<file path="src/rtl/stxt_pkg.sv">
// Shared constants, codes and types for the signed radix text formatter.
package stxt_pkg;

   // Default symbol table capacity
   localparam int MAX_SYMBOLS_DEF = 128;

   // Field widths
   localparam int MODE_W = 2;
   localparam int CHR_W  = 8;
   localparam int NUM_W  = 32;

   // Seen map covers the 7-bit symbol code space
   localparam int SEEN_DEPTH = 128;
   localparam int SEEN_AW    = $clog2(SEEN_DEPTH);

   // Digit stack
   localparam int STACK_DEPTH = 32;
   localparam int STK_AW      = $clog2(STACK_DEPTH);
   localparam int DEPTH_W     = $clog2(STACK_DEPTH + 1);
   localparam int DIG_W       = 7;

   // Radix is at most 256, remainder below 256
   localparam int RAD_W = 9;
   localparam int REM_W = 8;

   // Divider retires this many quotient bits per cycle
   localparam int DIV_BITS_PER_CYC = 8;
   localparam int DIV_CYCLES       = NUM_W / DIV_BITS_PER_CYC;
   localparam int DIV_STEP_W       = $clog2(DIV_CYCLES);

   // Special characters and printable range
   localparam logic [CHR_W-1:0] CH_PLUS  = 8'h2B;
   localparam logic [CHR_W-1:0] CH_MINUS = 8'h2D;
   localparam logic [CHR_W-1:0] CH_NUL   = 8'h00;
   localparam logic [CHR_W-1:0] SYM_LO   = 8'd32;
   localparam logic [CHR_W-1:0] SYM_HI   = 8'd126;

   // Transaction operation codes
   typedef enum logic [MODE_W-1:0] {
      MODE_CLEAR   = 2'd0,
      MODE_APPEND  = 2'd1,
      MODE_CONVERT = 2'd2
   } mode_type;

   // Divider request and status
   typedef struct packed {
      logic              start;
      logic [NUM_W-1:0]  dividend;
      logic [RAD_W-1:0]  divisor;
   } div_req_type;

   typedef struct packed {
      logic              busy;
      logic              done;
      logic [NUM_W-1:0]  quotient;
      logic [REM_W-1:0]  remainder;
   } div_rsp_type;

endpackage

</file>
<file path="src/rtl/stxt_req_if.sv">
// Request channel: operation code, symbol byte and number to format.
interface stxt_req_if;
   logic                            valid;
   logic                            ready;
   logic [stxt_pkg::MODE_W-1:0]     mode;
   logic [stxt_pkg::CHR_W-1:0]      symbol;
   logic signed [stxt_pkg::NUM_W-1:0] number;

   modport source (output valid, output mode, output symbol, output number, input ready);
   modport sink   (input valid, input mode, input symbol, input number, output ready);
endinterface

</file>
<file path="src/rtl/stxt_rsp_if.sv">
// Response channel: one output character per transfer, last flags the final one.
interface stxt_rsp_if;
   logic                        valid;
   logic                        ready;
   logic [stxt_pkg::CHR_W-1:0]  char_out;
   logic                        last;

   modport source (output valid, output char_out, output last, input ready);
   modport sink   (input valid, input char_out, input last, output ready);
endinterface

</file>
<file path="src/rtl/stxt_ram.sv">
// Generic single-write, single-read RAM with registered read data.
module stxt_ram #(
   parameter int WIDTH = 8,
   parameter int DEPTH = 128
) (
   input  logic                     clock,
   input  logic                     wr_en,
   input  logic [$clog2(DEPTH)-1:0] wr_addr,
   input  logic [WIDTH-1:0]         wr_data,
   input  logic                     rd_en,
   input  logic [$clog2(DEPTH)-1:0] rd_addr,
   output logic [WIDTH-1:0]         rd_data
);

   logic [WIDTH-1:0] mem [DEPTH];
   logic [WIDTH-1:0] rd_data_ff;

   always_ff @(posedge clock) begin
      if (wr_en) begin
         mem[wr_addr] <= wr_data;
      end
      if (rd_en) begin
         rd_data_ff <= mem[rd_addr];
      end
   end

   assign rd_data = rd_data_ff;

endmodule

</file>
<file path="src/rtl/stxt_div.sv">
// Iterative divider: 32-bit dividend by 9-bit radix, eight quotient bits per cycle.
module stxt_div (
   input  logic                  clock,
   input  logic                  reset,
   input  stxt_pkg::div_req_type div_req,
   output stxt_pkg::div_rsp_type div_rsp
);

   logic                              busy_ff;
   logic                              done_ff;
   logic [stxt_pkg::DIV_STEP_W-1:0]   step_ff;
   logic [stxt_pkg::NUM_W-1:0]        quo_ff;
   logic [stxt_pkg::REM_W-1:0]        rem_ff;
   logic [stxt_pkg::RAD_W-1:0]        dsr_ff;

   logic [stxt_pkg::NUM_W-1:0]        quo_in;
   logic [stxt_pkg::REM_W-1:0]        rem_in;
   logic [stxt_pkg::RAD_W-1:0]        part;

   // Restoring division, one slice of quotient bits
   always_comb begin
      quo_in = quo_ff;
      rem_in = rem_ff;
      part   = '0;
      for (int i = 0; i < stxt_pkg::DIV_BITS_PER_CYC; i++) begin
         part   = {rem_in, quo_in[stxt_pkg::NUM_W-1]};
         quo_in = {quo_in[stxt_pkg::NUM_W-2:0], 1'b0};
         if (part >= dsr_ff) begin
            part      = part - dsr_ff;
            quo_in[0] = 1'b1;
         end
         rem_in = part[stxt_pkg::REM_W-1:0];
      end
   end

   always_ff @(posedge clock) begin
      if (reset) begin
         busy_ff <= 1'b0;
         done_ff <= 1'b0;
         step_ff <= '0;
      end else begin
         done_ff <= 1'b0;
         if (div_req.start) begin
            busy_ff <= 1'b1;
            step_ff <= '0;
            quo_ff  <= div_req.dividend;
            rem_ff  <= '0;
            dsr_ff  <= div_req.divisor;
         end else if (busy_ff) begin
            quo_ff  <= quo_in;
            rem_ff  <= rem_in;
            step_ff <= step_ff + stxt_pkg::DIV_STEP_W'(1);
            if (step_ff == stxt_pkg::DIV_STEP_W'(stxt_pkg::DIV_CYCLES - 1)) begin
               busy_ff <= 1'b0;
               done_ff <= 1'b1;
            end
         end
      end
   end

   assign div_rsp.busy      = busy_ff;
   assign div_rsp.done      = done_ff;
   assign div_rsp.quotient  = quo_ff;
   assign div_rsp.remainder = rem_ff;

   // Remainder is reduced below the divisor once finished
   a_rem_below_dsr: assert property (@(posedge clock) disable iff (reset)
      done_ff |-> ({1'b0, rem_ff} < dsr_ff))
      else $error("divider remainder not below divisor");

   // No new division while one is running
   a_no_start_busy: assert property (@(posedge clock) disable iff (reset)
      div_req.start |-> !busy_ff)
      else $error("divider started while busy");

   // Done follows a busy cycle
   a_done_after_busy: assert property (@(posedge clock) disable iff (reset)
      $rose(done_ff) |-> $past(busy_ff))
      else $error("divider done without work");

endmodule

</file>
<file path="src/rtl/signed_int_to_radix_text.sv">
// Top level: symbol table, digit stack and sequencer of the radix text formatter.
// Clear is taken in idle; append reads the seen map, then updates it in S_APPEND.
// Convert divides repeatedly and pushes each remainder digit on the stack,
// then emits the sign and one character per digit while rsp is ready.
// One transaction at a time.
// Reset clears control state and empties the symbol table; memories are not swept.
module signed_int_to_radix_text #(
   parameter int MAX_SYMBOLS = stxt_pkg::MAX_SYMBOLS_DEF
) (
   input  logic          clock,
   input  logic          reset,
   stxt_req_if.sink      req_chan,
   stxt_rsp_if.source    rsp_chan
);

   localparam int AW    = $clog2(MAX_SYMBOLS);
   localparam int CNT_W = $clog2(MAX_SYMBOLS + 1);
   localparam int IXW   = AW + stxt_pkg::DIG_W;

   typedef enum logic [6:0] {
      S_IDLE   = 7'b0000001,
      S_APPEND = 7'b0000010,
      S_DIV    = 7'b0000100,
      S_SIGN   = 7'b0001000,
      S_POP    = 7'b0010000,
      S_SYM    = 7'b0100000,
      S_OUT    = 7'b1000000
   } state_type;

   state_type                          state_ff, state_in;
   logic [CNT_W-1:0]                   count_ff, count_in;
   logic                               bad_ff, bad_in;
   logic                               ended_ff, ended_in;
   logic [stxt_pkg::SEEN_DEPTH-1:0]    seen_vld_ff, seen_vld_in;
   logic [stxt_pkg::CHR_W-1:0]         sym_ff, sym_in;
   logic [stxt_pkg::DEPTH_W-1:0]       depth_ff, depth_in;
   logic                               neg_ff, neg_in;
   logic                               rsp_vld_ff, rsp_vld_in;
   logic [stxt_pkg::CHR_W-1:0]         rsp_char_ff, rsp_char_in;
   logic                               rsp_last_ff, rsp_last_in;

   logic                               req_acc;
   logic                               out_free;
   logic                               out_load;
   logic                               range_bad;
   logic [stxt_pkg::NUM_W-1:0]         num_mag;
   logic [stxt_pkg::DEPTH_W-1:0]       depth_dec;

   stxt_pkg::div_req_type              div_req;
   stxt_pkg::div_rsp_type              div_rsp;

   logic                               seen_re, seen_we, seen_q;
   logic                               store_re, store_we;
   logic [AW-1:0]                      store_raddr;
   logic [stxt_pkg::CHR_W-1:0]         store_q;
   logic                               stk_re, stk_we;
   logic [stxt_pkg::DIG_W-1:0]         stk_q;
   logic [IXW-1:0]                     idx_ext;

   assign req_acc   = req_chan.valid && (state_ff == S_IDLE);
   assign out_free  = !rsp_vld_ff || rsp_chan.ready;
   assign num_mag   = req_chan.number[stxt_pkg::NUM_W-1]
                      ? (stxt_pkg::NUM_W'(0) - stxt_pkg::NUM_W'(req_chan.number))
                      : stxt_pkg::NUM_W'(req_chan.number);
   assign depth_dec = depth_ff - stxt_pkg::DEPTH_W'(1);
   assign range_bad = (sym_ff == stxt_pkg::CH_PLUS) || (sym_ff == stxt_pkg::CH_MINUS) ||
                      (sym_ff < stxt_pkg::SYM_LO) || (sym_ff > stxt_pkg::SYM_HI);
   assign idx_ext     = IXW'(stk_q);
   assign store_raddr = idx_ext[AW-1:0];

   // Sequencer and next-state logic
   always_comb begin
      state_in    = state_ff;
      count_in    = count_ff;
      bad_in      = bad_ff;
      ended_in    = ended_ff;
      seen_vld_in = seen_vld_ff;
      sym_in      = sym_ff;
      depth_in    = depth_ff;
      neg_in      = neg_ff;
      rsp_char_in = rsp_char_ff;
      rsp_last_in = rsp_last_ff;
      out_load    = 1'b0;
      seen_re     = 1'b0;
      seen_we     = 1'b0;
      store_re    = 1'b0;
      store_we    = 1'b0;
      stk_re      = 1'b0;
      stk_we      = 1'b0;
      div_req.start    = 1'b0;
      div_req.dividend = div_rsp.quotient;
      div_req.divisor  = stxt_pkg::RAD_W'(count_ff);

      case (state_ff)
         S_IDLE: begin
            if (req_chan.valid) begin
               case (req_chan.mode)
                  stxt_pkg::MODE_CLEAR: begin
                     count_in    = '0;
                     bad_in      = 1'b0;
                     ended_in    = 1'b0;
                     seen_vld_in = '0;
                  end
                  stxt_pkg::MODE_APPEND: begin
                     if (!ended_ff) begin
                        if (req_chan.symbol == stxt_pkg::CH_NUL) begin
                           ended_in = 1'b1;
                        end else if (count_ff >= CNT_W'(MAX_SYMBOLS)) begin
                           bad_in = 1'b1;
                        end else begin
                           seen_re  = 1'b1;
                           sym_in   = req_chan.symbol;
                           state_in = S_APPEND;
                        end
                     end
                  end
                  stxt_pkg::MODE_CONVERT: begin
                     if (!bad_ff && (count_ff >= CNT_W'(2))) begin
                        div_req.start    = 1'b1;
                        div_req.dividend = num_mag;
                        neg_in   = req_chan.number[stxt_pkg::NUM_W-1];
                        depth_in = '0;
                        state_in = S_DIV;
                     end
                  end
                  default: ;
               endcase
            end
         end
         // Seen-map data is back: judge the symbol and store it
         S_APPEND: begin
            if (range_bad) begin
               bad_in = 1'b1;
            end else begin
               if (seen_q && seen_vld_ff[sym_ff[stxt_pkg::SEEN_AW-1:0]]) begin
                  bad_in = 1'b1;
               end
               seen_we = 1'b1;
               seen_vld_in[sym_ff[stxt_pkg::SEEN_AW-1:0]] = 1'b1;
            end
            store_we = 1'b1;
            count_in = count_ff + CNT_W'(1);
            state_in = S_IDLE;
         end
         // Push each remainder, divide again until the quotient is zero or the stack is full
         S_DIV: begin
            if (div_rsp.done) begin
               stk_we   = 1'b1;
               depth_in = depth_ff + stxt_pkg::DEPTH_W'(1);
               if ((div_rsp.quotient != '0) &&
                   (depth_ff != stxt_pkg::DEPTH_W'(stxt_pkg::STACK_DEPTH - 1))) begin
                  div_req.start = 1'b1;
               end else begin
                  state_in = S_SIGN;
               end
            end
         end
         S_SIGN: begin
            if (!neg_ff) begin
               state_in = S_POP;
            end else if (out_free) begin
               out_load    = 1'b1;
               rsp_char_in = stxt_pkg::CH_MINUS;
               rsp_last_in = 1'b0;
               state_in    = S_POP;
            end
         end
         // Pop a digit, look up its symbol, hand it out
         S_POP: begin
            stk_re   = 1'b1;
            depth_in = depth_dec;
            state_in = S_SYM;
         end
         S_SYM: begin
            store_re = 1'b1;
            state_in = S_OUT;
         end
         S_OUT: begin
            if (out_free) begin
               out_load    = 1'b1;
               rsp_char_in = store_q;
               rsp_last_in = (depth_ff == '0);
               state_in    = (depth_ff == '0) ? S_IDLE : S_POP;
            end
         end
         default: state_in = S_IDLE;
      endcase

      rsp_vld_in = out_load ? 1'b1 : (rsp_chan.ready ? 1'b0 : rsp_vld_ff);
   end

   always_ff @(posedge clock) begin
      if (reset) begin
         state_ff    <= S_IDLE;
         count_ff    <= '0;
         bad_ff      <= 1'b0;
         ended_ff    <= 1'b0;
         seen_vld_ff <= '0;
         rsp_vld_ff  <= 1'b0;
         depth_ff    <= '0;
         neg_ff      <= 1'b0;
      end else begin
         state_ff    <= state_in;
         count_ff    <= count_in;
         bad_ff      <= bad_in;
         ended_ff    <= ended_in;
         seen_vld_ff <= seen_vld_in;
         rsp_vld_ff  <= rsp_vld_in;
         depth_ff    <= depth_in;
         neg_ff      <= neg_in;
      end
      sym_ff      <= sym_in;
      rsp_char_ff <= rsp_char_in;
      rsp_last_ff <= rsp_last_in;
   end

   // Symbol table
   stxt_ram #(
      .WIDTH (stxt_pkg::CHR_W),
      .DEPTH (MAX_SYMBOLS)
   ) u_store (
      .clock   (clock),
      .wr_en   (store_we),
      .wr_addr (count_ff[AW-1:0]),
      .wr_data (sym_ff),
      .rd_en   (store_re),
      .rd_addr (store_raddr),
      .rd_data (store_q)
   );

   // Seen map, qualified by per-entry valid bits cleared on clear
   stxt_ram #(
      .WIDTH (1),
      .DEPTH (stxt_pkg::SEEN_DEPTH)
   ) u_seen (
      .clock   (clock),
      .wr_en   (seen_we),
      .wr_addr (sym_ff[stxt_pkg::SEEN_AW-1:0]),
      .wr_data (1'b1),
      .rd_en   (seen_re),
      .rd_addr (req_chan.symbol[stxt_pkg::SEEN_AW-1:0]),
      .rd_data (seen_q)
   );

   // Digit stack, least significant first
   stxt_ram #(
      .WIDTH (stxt_pkg::DIG_W),
      .DEPTH (stxt_pkg::STACK_DEPTH)
   ) u_stack (
      .clock   (clock),
      .wr_en   (stk_we),
      .wr_addr (depth_ff[stxt_pkg::STK_AW-1:0]),
      .wr_data (div_rsp.remainder[stxt_pkg::DIG_W-1:0]),
      .rd_en   (stk_re),
      .rd_addr (depth_dec[stxt_pkg::STK_AW-1:0]),
      .rd_data (stk_q)
   );

   stxt_div u_div (
      .clock   (clock),
      .reset   (reset),
      .div_req (div_req),
      .div_rsp (div_rsp)
   );

   assign req_chan.ready    = (state_ff == S_IDLE);
   assign rsp_chan.valid    = rsp_vld_ff;
   assign rsp_chan.char_out = rsp_char_ff;
   assign rsp_chan.last     = rsp_last_ff;

   a_count_cap: assert property (@(posedge clock) disable iff (reset)
      count_ff <= CNT_W'(MAX_SYMBOLS))
      else $error("symbol count above capacity");

   a_ended_src: assert property (@(posedge clock) disable iff (reset)
      $rose(ended_ff) |-> $past(req_acc && (req_chan.mode == stxt_pkg::MODE_APPEND) &&
                                (req_chan.symbol == stxt_pkg::CH_NUL)))
      else $error("table ended without a zero symbol");

   a_ready_div_idle: assert property (@(posedge clock) disable iff (reset)
      req_chan.ready |-> !div_rsp.busy)
      else $error("ready while divider busy");

   a_stack_bound: assert property (@(posedge clock) disable iff (reset)
      stk_we |-> (depth_ff < stxt_pkg::DEPTH_W'(stxt_pkg::STACK_DEPTH)))
      else $error("digit stack overflow");

endmodule
</file>
<file path="src/flat_wrapper.sv">
// flat-port wrapper written by rule: the top's interface ports become plain ports
module signed_int_to_radix_text_flat 
#(
   parameter int MAX_SYMBOLS = stxt_pkg::MAX_SYMBOLS_DEF
)
  (clock, reset, req_chan_valid, req_chan_mode, req_chan_symbol, req_chan_number, req_chan_ready, rsp_chan_valid, rsp_chan_char_out, rsp_chan_last, rsp_chan_ready);
  stxt_req_if req_chan_i ();
  stxt_rsp_if rsp_chan_i ();
  input  logic clock;
  input  logic reset;
  input wire logic [$bits(req_chan_i.valid)-1:0] req_chan_valid;
  input wire logic [$bits(req_chan_i.mode)-1:0] req_chan_mode;
  input wire logic [$bits(req_chan_i.symbol)-1:0] req_chan_symbol;
  input wire logic [$bits(req_chan_i.number)-1:0] req_chan_number;
  output wire logic [$bits(req_chan_i.ready)-1:0] req_chan_ready;
  output wire logic [$bits(rsp_chan_i.valid)-1:0] rsp_chan_valid;
  output wire logic [$bits(rsp_chan_i.char_out)-1:0] rsp_chan_char_out;
  output wire logic [$bits(rsp_chan_i.last)-1:0] rsp_chan_last;
  input wire logic [$bits(rsp_chan_i.ready)-1:0] rsp_chan_ready;
  assign req_chan_i.valid = req_chan_valid;
  assign req_chan_i.mode = req_chan_mode;
  assign req_chan_i.symbol = req_chan_symbol;
  assign req_chan_i.number = req_chan_number;
  assign req_chan_ready = req_chan_i.ready;
  assign rsp_chan_valid = rsp_chan_i.valid;
  assign rsp_chan_char_out = rsp_chan_i.char_out;
  assign rsp_chan_last = rsp_chan_i.last;
  assign rsp_chan_i.ready = rsp_chan_ready;
  signed_int_to_radix_text #(.MAX_SYMBOLS(MAX_SYMBOLS)) u_core (.clock(clock), .reset(reset), .req_chan(req_chan_i), .rsp_chan(rsp_chan_i));
endmodule
</file>
<file path="config.mk">
export PLATFORM = sky130hd
export DESIGN_NAME = signed_int_to_radix_text_flat
export DESIGN_NICKNAME = d
export VERILOG_FILES = /design/src/rtl/stxt_pkg.sv /design/src/rtl/stxt_req_if.sv /design/src/rtl/stxt_rsp_if.sv /design/src/rtl/stxt_ram.sv /design/src/rtl/stxt_div.sv /design/src/rtl/signed_int_to_radix_text.sv /design/src/flat_wrapper.sv
export SDC_FILE = /design/constraint.sdc
export NUM_CORES = 2
export LEC_CHECK = 0
export BUFFER_PORTS_ARGS = -buffer_cell sky130_fd_sc_hd__buf_2
export CORE_UTILIZATION = 65
export CTS_CLUSTER_DIAMETER = 150
export DETAILED_ROUTE_END_ITERATION = 6
export PLACE_DENSITY = 0.86
export SYNTH_ARGS = -nofsm -noshare
export SYNTH_HDL_FRONTEND = slang
export SYNTH_SLANG_ARGS = --single-unit
</file>
<file path="constraint.sdc">
create_clock -name clock -period 41 [get_ports clock]
set_input_delay 2.05 -clock clock [delete_from_list [all_inputs] [get_ports clock]]
set_output_delay 2.05 -clock clock [all_outputs]
set_load 0.02 [all_outputs]
</file>
# --- Yosys cells after proc, flatten, opt, wreduce, memory -nomap -nowiden ---
# Memory sizes are Yosys's and may differ from the RTL's. A register that Yosys moved wholly into a read port is not among the register bits.
# Index checks and enable logic that the tools add are counted.
classes:
  multipliers: 0
  n_mux: 99
  shifts: 0
  bitwise: 6
  n_reduce_logical: 34
  div: 0
  n_lt_le_gt_ge: 14
  eq_ne: 36
  addsub: 13
op_table:
  columns: ["operator", "count"]
  rows:
  - ["two-way mux 128 bit", 3]
  - ["one-hot mux 128 bit (2 select lines)", 1]
  - ["two-way mux 32 bit", 4]
  - ["bitwise OR 128 bit", 1]
  - ["two-way mux 8 bit", 14]
  - ["two-way mux 33 bit", 3]
  - ["greater-or-equal comparator 9 x 8 -> 1 bit", 8]
  - ["two-way mux 7 bit", 10]
  - ["subtractor 8 bit", 8]
  - ["two-way mux 1 bit", 46]
  - ["one-hot mux 7 bit (6 select lines)", 1]
  - ["one-hot mux 8 bit (2 select lines)", 2]
  - ["nonzero test 32 bit", 1]
  - ["subtractor 1 x 32 -> 32 bit (first input constant)", 1]
  - ["two-way mux 6 bit", 4]
  - ["one-hot mux 6 bit (3 select lines)", 1]
  - ["equality test 8 x 6 -> 1 bit (second input constant)", 2]
  - ["inequality test 2 bit (second input constant)", 8]
  - ["one-hot mux 7 bit (2 select lines)", 1]
  - ["inequality test 2 x 1 -> 1 bit (second input constant)", 6]
  - ["inequality test 3 bit (second input constant)", 4]
  - ["one-hot mux 1 bit (2 select lines)", 6]
  - ["AND reduction 4 bit", 3]
  - ["AND reduction 6 bit", 2]
  - ["other kinds (41)", 62]
word_totals:
  out_inout_bits: 11
  reg_bits: 223
  latch_bits: 0
  mem_bits_rw: 1248
  rom_bits: 0
  n_memories: 2
mem_list:
  columns: ["memory", "words", "word_bits", "read_ports", "rd_ports_with_merged_regs", "write_ports", "line_no", "source"]
  rows:
  - ["u_core.u_store.mem", 128, 8, 1, 1, 1, "stxt_ram.sv:15", "logic [WIDTH-1:0] mem [DEPTH];"]
  - ["u_core.u_stack.mem", 32, 7, 1, 1, 1, "stxt_ram.sv:15", null]

# --- Depth between registers and ports, before layout ---
logic_depth:
  ltp_word: 18
  ltp_mapped: 85
  ltp_nobuf: 80

# --- Cells and area by module ---
# A second synthesis with hierarchy kept.
hier_totals:
  hier_cells: 3946
  hier_area_um2: 68507.0
modules_own_cells:
  columns: ["module", "cells_per_inst", "n_inst", "area_per_inst_um2"]
  rows:
  - ["stxt_ram (u_core.u_store)", 1635, 1, 39745.6]
  - ["stxt_ram (u_core.u_stack)", 370, 1, 8903.5]
  - ["signed_int_to_radix_text", 929, 1, 8303.0]
  - ["stxt_div", 617, 1, 5825.6]
  - ["stxt_ram (u_core.u_seen)", 395, 1, 5729.2]

# --- Least setup slack after synthesis ---
# OpenSTA, ideal clock, no wires.
synth_path:
  kind: "reg2reg"
  from: "register u_core.u_div.rem_ff[5] (netlist name)"
  to: "register u_core.u_div.rem_ff[1] (netlist name) (data pin)"
  t_arrival_ns: 16.630
  path_buffers: 5
  synth_period_minus_slack_ns: 16.895
  path_slack_ns: 24.105
  path_stages_with_launch: 78
  path_cell_list: "edfxtp_1 > ha_1 > a21o_1 > a211oi_2 > nand2_1 > o21ai_0 > inv_1 > ha_1 > nor2b_1 > o31a_1 > o221a_2 > a2111oi_4 > mux2i_1 > clkinv_2 > ha_1 > and4_1 > a31oi_1 > o211ai_2 > (+42 left out) > nor4_1 > o21ai_0 > and3_1 > clkbuf_1 > nor2_1 > or3_1 > ha_1 > a21o_1 > a21o_1 > a21o_1 > a21o_1 > a21o_1 > a21oi_1 > o21ai_0 > a21o_1 > a221oi_2 > buf_6 > mux2i_1"
synth_between:
  elab_chain_cells: 17
  elab_cells_between_ends: 25
  cone_classes: "add/sub (8); order compare (8); mux (9)"
synth_rtl:
  columns: ["element", "line_no", "source"]
  rows:
  - ["start, declared", "stxt_div.sv:13", "logic [stxt_pkg::REM_W-1:0] rem_ff;"]
  - ["start signal, assigned", "stxt_div.sv:51", "rem_ff <= rem_in;"]
  - ["subtractor 8 bit or greater-or-equal comparator 9 x 8 -> 1 bit (tied branches)", "stxt_div.sv:29, stxt_div.sv:28", null]
  - ["two-way mux 8 bit (*)", "stxt_div.sv:28", "if (part >= dsr_ff) begin"]
  - ["subtractor 8 bit or greater-or-equal comparator 9 x 8 -> 1 bit (tied branches)", "stxt_div.sv:29, stxt_div.sv:28", null]
  - ["two-way mux 8 bit (*)", "stxt_div.sv:28", null]
  - ["greater-or-equal comparator 9 x 8 -> 1 bit or subtractor 8 bit (tied branches)", "stxt_div.sv:28, stxt_div.sv:29", null]
  - ["two-way mux 8 bit (*)", "stxt_div.sv:28", null]
  - ["subtractor 8 bit or greater-or-equal comparator 9 x 8 -> 1 bit (tied branches)", "stxt_div.sv:29, stxt_div.sv:28", null]
  - ["two-way mux 8 bit (*)", "stxt_div.sv:28", null]
  - ["subtractor 8 bit or greater-or-equal comparator 9 x 8 -> 1 bit (tied branches)", "stxt_div.sv:29, stxt_div.sv:28", null]
  - ["two-way mux 8 bit (*)", "stxt_div.sv:28", null]
  - ["subtractor 8 bit or greater-or-equal comparator 9 x 8 -> 1 bit (tied branches)", "stxt_div.sv:29, stxt_div.sv:28", null]
  - ["two-way mux 8 bit (*)", "stxt_div.sv:28", null]
  - ["subtractor 8 bit or greater-or-equal comparator 9 x 8 -> 1 bit (tied branches)", "stxt_div.sv:29, stxt_div.sv:28", null]
  - ["two-way mux 8 bit (*)", "stxt_div.sv:28", null]
  - ["greater-or-equal comparator 9 x 8 -> 1 bit or subtractor 8 bit (tied branches)", "stxt_div.sv:28, stxt_div.sv:29", null]
  - ["two-way mux 8 bit (*)", "stxt_div.sv:28", null]
  - ["two-way mux 8 bit (*)", "stxt_div.sv:49", "end else if (busy_ff) begin"]
# Mark *: on every way between the ends. The rest lies on a longest branch, timed or not. The select of a mux whose other input is x is not followed.
# A chain may end at the register's enable or synchronous reset.

# --- Final worst setup path ---
layout_path:
  from: "register u_core.u_div.rem_ff[5] (netlist name)"
  to: "register u_core.u_div.rem_ff[2] (netlist name) (data pin)"
# Same word-level chain as after synthesis.

==> PnR_summary.wiki <==
{| class="wikitable"
! Metric !! Value
|-
| Combined global-route utilization of all metal layers || 0.3566
|-
| Clock period minus final worst setup slack || 21.78 ns
|-
| Synth Instances || 3440
|-
| Largest net degree at the start of global routing || 116
|-
| Final setup skew || about 0.062 ns
|-
| Final sum of negative setup slack || 0 ns
|-
| Tightest slew margin relative to the limit || 0.1005
|-
| Arrival time at the worst endpoint || 22.24 ns
|-
| Deepest clock path buffer count || 3
|-
| Vias in the first global route || 35372
|-
| Number of flops mapped to enable cells by yosys || ~1300
|-
| Share of synthesized cell area in and, or, nand and nor gates || 0.05457
|-
| Xor/xnor cell area share of the yosys netlist || 0.01065
|-
| Number of routed nets with antenna violations || 0
|-
| Number of nets produced by synthesis || approximately 3600
|-
| Cell family contributing the most delay on the critical path || compound AO/OA/AOI/OAI gates
|-
| Worst Max-Slew Pin Slew || 1.349 ns
|-
| Type of element capturing the critical path || flip-flop
|-
| Number of synthesized register bits || 1453
|-
| Average size of a mapped cell || 17.69 um2
|-
| Total wire length after detailed routing || 165300 um
|-
| Crit path buffers/inverters || 2
|-
| Worst reg-to-reg path cell count || 71
|-
| Number of DRC violations after detailed-routing iteration 0 || roughly 5700
|-
| Cell variety after synth || between 80 and 90
|-
| Fraction of the mapped netlist area in compound gates || 0.04227
|-
| Leakage power of the design || ~22 nW
|-
| Outcome || finished with violations
|-
| Fraction of layout instances using a drive strength above 1 || 0.2208
|-
| Max Clock Freq || ~0.046 GHz
|-
| Number of rows in the core area || 111
|-
| Slowest cell on the critical path || sky130_fd_sc_hd__edfxtp_1
|-
| Hold path endpoint || u_core.seen_vld_ff[60]$_SDFFE_PP0P_
|-
| Max rail drop VDD || 0.06108 mV
|-
| Flip-flop cell with the highest count after synthesis || sky130_fd_sc_hd__edfxtp_1
|-
| Delay of the slowest critical-path stage || 1.17 ns
|-
| Mean number of vias per cell || 7.324
|-
| Kind of critical path || reg -> reg
|-
| Area growth, synth to finish || 10.27%
|-
| CTS sink count || ~1500
|-
| Antenna violations before repair || 14
|-
| Setup repair bufs after CTS || 0
|-
| Overall via count from detail_route || 35692
|-
| Leftover overflow at the end of global routing || 0
|-
| Number of search-and-repair iterations in the first detailed-routing pass || 7
|-
| Sequential share of the synthesized area || 0.6964
|-
| Clock tree from TritonCTS || yes
|-
| Violated checks || design-rule violations
|-
| Design area || 67100 um2
|-
| Initial standard-cell utilization of the core || 0.6599
|-
| Critical Path Source Type || flip-flop
|-
| Vertical die dimension || 308.0 um
|-
| Half-perimeter wire length after detailed placement || 90160 um
|-
| Root Buffer || sky130_fd_sc_hd__clkbuf_16
|-
| Share of the cycle needed by the critical path after routing || 0.5312
|-
| Hold path cells || 2
|-
| Die ar. || 94850 um2
|-
| GP Congestion || 0.8984
|-
| CP Max Fanout || 35
|-
| Startpoint of the most critical register-to-register path || u_core.u_div.rem_ff[5]$_SDFFCE_PP0P_
|-
| Clock insertion delay at the later pin of the skew report || 0.80 ns
|-
| Adder-cell area share of the yosys netlist || 0.01764
|-
| Proportion of synthesized area in mux cells || 0.1641
|-
| Share of flip-flops with an asynchronous set or reset after synthesis || 0
|-
| Number of fill cells || 5048
|-
| RSZ-0062 raised after global routing || no
|-
| Number of hold-repair buffers added at the cts stage || 0
|-
| Wire length of the first global-routing pass || 239800 um
|-
| Count of final max-slew check failures || 0
|-
| Core Area || 92220 um2
|-
| Combinational family with the most area after synthesis || multiplexers
|-
| Synthesized cell area || 60850 um2
|-
| DP Area || 62440 um2
|-
| Total setup violations reported at the end of the flow || 0
|-
| Pwr dens || about 45 nW/um2
|-
| Routed length per placed instance || 33.92 um
|-
| TritonCTS buffer count || 141
|-
| Clk slew on worst S/H paths || 0.06 ns
|-
| Utilization of the core after routing || 0.7276
|-
| Crit Reg-Reg Endpoint || u_core.u_div.rem_ff[2]$_SDFFCE_PP0P_
|-
| Yosys warns || 0
|-
| Gates resized, CTS repair || 0
|-
| Number of hold violations in the final report || 0
|-
| H-tree depth || 4
|-
| Number of buffers added on ports || 56
|-
| Number of nets in the finished design || about 3600
|-
| DRC errors left || 44
|-
| Flop-to-flop setup slack || ~19 ns
|-
| Chip Width || 308.0 um
|-
| Worst min path class || reg -> reg
|-
| Minimum hold slack || 0.4635 ns
|-
| Startpoint of the worst hold path || u_core.seen_vld_ff[60]$_SDFFE_PP0P_
|-
| Required time of the critical path || 41.46 ns
|-
| Number of placed I/O pins || 57
|-
| Max-cap violations || 0
|}
-- worst max path at each step --
stage          slack (ns)  cells past startpoint                                 start                              endpoint
6_report            19.22                     71  u_core.u_div.rem_ff[5]$_SDFFCE_PP0P_  u_core.u_div.rem_ff[2]$_SDFFCE_PP0P_
3_5_place_dp        20.55                     71  u_core.u_div.rem_ff[5]$_SDFFCE_PP0P_  u_core.u_div.rem_ff[2]$_SDFFCE_PP0P_
5_1_grt             18.23                     71  u_core.u_div.rem_ff[5]$_SDFFCE_PP0P_  u_core.u_div.rem_ff[2]$_SDFFCE_PP0P_
2_1_floorplan       24.11                     77  u_core.u_div.rem_ff[5]$_SDFFCE_PP0P_  u_core.u_div.rem_ff[1]$_SDFFCE_PP0P_
3_3_place_gp        21.43                     71  u_core.u_div.rem_ff[5]$_SDFFCE_PP0P_  u_core.u_div.rem_ff[5]$_SDFFCE_PP0P_
4_1_cts             19.81                     71  u_core.u_div.rem_ff[5]$_SDFFCE_PP0P_  u_core.u_div.rem_ff[2]$_SDFFCE_PP0P_
-- where the power goes --
| group | switching (mW) | total, mW | internal [mW] | leakage (nW) |
|---|---|---|---|---|
| Clock | 0.584 | 1.33 | 0.748 | 2.26 |
| Combinational | 0.0453 | 0.0682 | 0.0229 | 6.36 |
| Sequential | 0.000890 | 1.61 | 1.60 | 12.9 |
-- state kept, by name (all words and copies together), names as in the netlist --
register	flops
u_core.u_store.mem	1024
u_core.u_stack.mem	224
u_core.seen_vld_ff	96
u_core.u_div.quo_ff	32
u_core.count_ff	8
u_core.rsp_chan.char_out	8
u_core.sym_ff	8
u_core.u_div.dsr_ff	8
u_core.u_div.rem_ff	8
u_core.u_store.rd_data	8
u_core.state_ff	7
u_core.u_stack.rd_data	7
u_core.depth_ff	6
u_core.u_div.step_ff	2
u_core.bad_ff	1
u_core.ended_ff	1
u_core.neg_ff	1
u_core.rsp_chan.last	1
u_core.rsp_chan.valid	1
u_core.u_div.busy_ff	1
u_core.u_div.done_ff	1
-- cell type report --
cell class	instances	area, um2	area share
flip-flops and latches	1453	42380	0.6317
clock inverters	79	873.3	0.01302
multi-input cells	1760	17630	0.2628
repair buffers	107	688.2	0.01026
diodes	3	7.507	0.0001119
clock buffers	179	3775	0.05626
inverters	49	185.2	0.002760
well taps	1243	1555	0.02318
-- cells in the mapped netlist (all sizes together) (4+ instances only) --
library cell | number | share of area
nand3 | 37 | 0.0030
a21oi | 161 | 0.013
a31oi | 10 | 0.0010
nand2 | 135 | 0.0083
nand4 | 16 | 0.0016
or4 | 11 | 0.0014
o21ai | 75 | 0.0062
nand4b | 4 | 0.00058
mux2i | 27 | 0.0044
nand2b | 21 | 0.0022
fa | 8 | 0.0026
inv | 48 | 0.0030
a21o | 23 | 0.0028
and2 | 18 | 0.0019
nor2 | 348 | 0.022
and3 | 13 | 0.0013
or2 | 7 | 0.00072
nor2b | 31 | 0.0032
and3b | 4 | 0.00058
a211oi | 17 | 0.0023
nor4 | 14 | 0.0014
or3 | 15 | 0.0015
mux4 | 412 | 0.15
dfxtp | 125 | 0.041
nor3 | 36 | 0.0030
nand3b | 6 | 0.00074
a22o | 6 | 0.00086
o41ai | 6 | 0.00099
o21bai | 7 | 0.00086
a22oi | 11 | 0.0014
o21a | 10 | 0.0012
edfxtp | 1328 | 0.66
xor2 | 44 | 0.0063
mux2 | 39 | 0.0072
o31ai | 19 | 0.0026
buf | 46 | 0.0031
a221oi | 9 | 0.0014
clkbuf | 132 | 0.0081
o211a | 6 | 0.00099
ha | 73 | 0.015
xnor2 | 30 | 0.0043
a21boi | 4 | 0.00056
o211ai | 5 | 0.00070
-- stage by stage --
| step | setup WS, ns | std cells | power [mW] |
|---|---|---|---|
| after floorplan | 24.11 | 3440 | 1.680 |
| after global placement | 21.43 | 4611 | 1.701 |
| after detailed placement | 20.55 | 4611 | 1.703 |
| after CTS | 19.81 | 4869 | 3.003 |
| after global routing | 18.23 | 4871 | 3.056 |
| final | 19.22 | 4873 | 3.005 |
-- layout by cell type, fill, tap and decap left out, types with 13 or more instances in the layout --
master                      synthesis  routed
sky130_fd_sc_hd__inv_1             48      48
sky130_fd_sc_hd__buf_2              1      56
sky130_fd_sc_hd__bufinv_16          0      14
sky130_fd_sc_hd__mux4_2           412     412
sky130_fd_sc_hd__a21o_1            23      23
sky130_fd_sc_hd__ha_1              73      72
sky130_fd_sc_hd__xor2_1            44      44
sky130_fd_sc_hd__dfxtp_1          125     124
sky130_fd_sc_hd__and3_1            13      13
sky130_fd_sc_hd__clkbuf_16          0     144
sky130_fd_sc_hd__nor4_1            14      14
sky130_fd_sc_hd__nor2b_1           31      31
sky130_fd_sc_hd__nor3_1            36      36
sky130_fd_sc_hd__clkinv_1           0      18
sky130_fd_sc_hd__mux2_2            39      39
sky130_fd_sc_hd__nand2_1          135     135
sky130_fd_sc_hd__clkinv_2           1      25
sky130_fd_sc_hd__nand4_1           16      16
sky130_fd_sc_hd__a21oi_1          159     159
sky130_fd_sc_hd__nand3_1           37      37
sky130_fd_sc_hd__o21ai_0           69      69
sky130_fd_sc_hd__or3_1             15      15
sky130_fd_sc_hd__a211oi_1          14      14
sky130_fd_sc_hd__buf_4              0      48
sky130_fd_sc_hd__clkbuf_1         132      31
sky130_fd_sc_hd__o31ai_1           18      18
sky130_fd_sc_hd__mux2i_1           27      27
sky130_fd_sc_hd__nor2_1           346     346
sky130_fd_sc_hd__nand2b_1          21      21
sky130_fd_sc_hd__xnor2_1           30      29
sky130_fd_sc_hd__edfxtp_1        1328    1328
sky130_fd_sc_hd__and2_1            17      17
-- logic make-up after synthesis --
group                      count (synthesis)
and+or+nand+nor                          727
AOI/OAI and AO/OA                        400
adders and majority gates                 81
muxes                                    478
buffers and inverters                    227
DFF                                     1453
xor gates and xnor gates                  74
-- worst min-delay path: cells and delay by family (launching register included) --
kind	cells	cell delay, ns
simple gates	1	0.07
flops	1	0.32
compound gates	1	0.04
-- metal layers --
layer	track usage	vias to the layer above	part of all wire
met5	0	-	0.00051
met4	0.2000	12	0.069
met3	0.08095	759	0.11
met2	0.5730	3039	0.48
met1	0.4541	17936	0.34
li1	-	13946	-
Power figures use the tool's default switching activity.
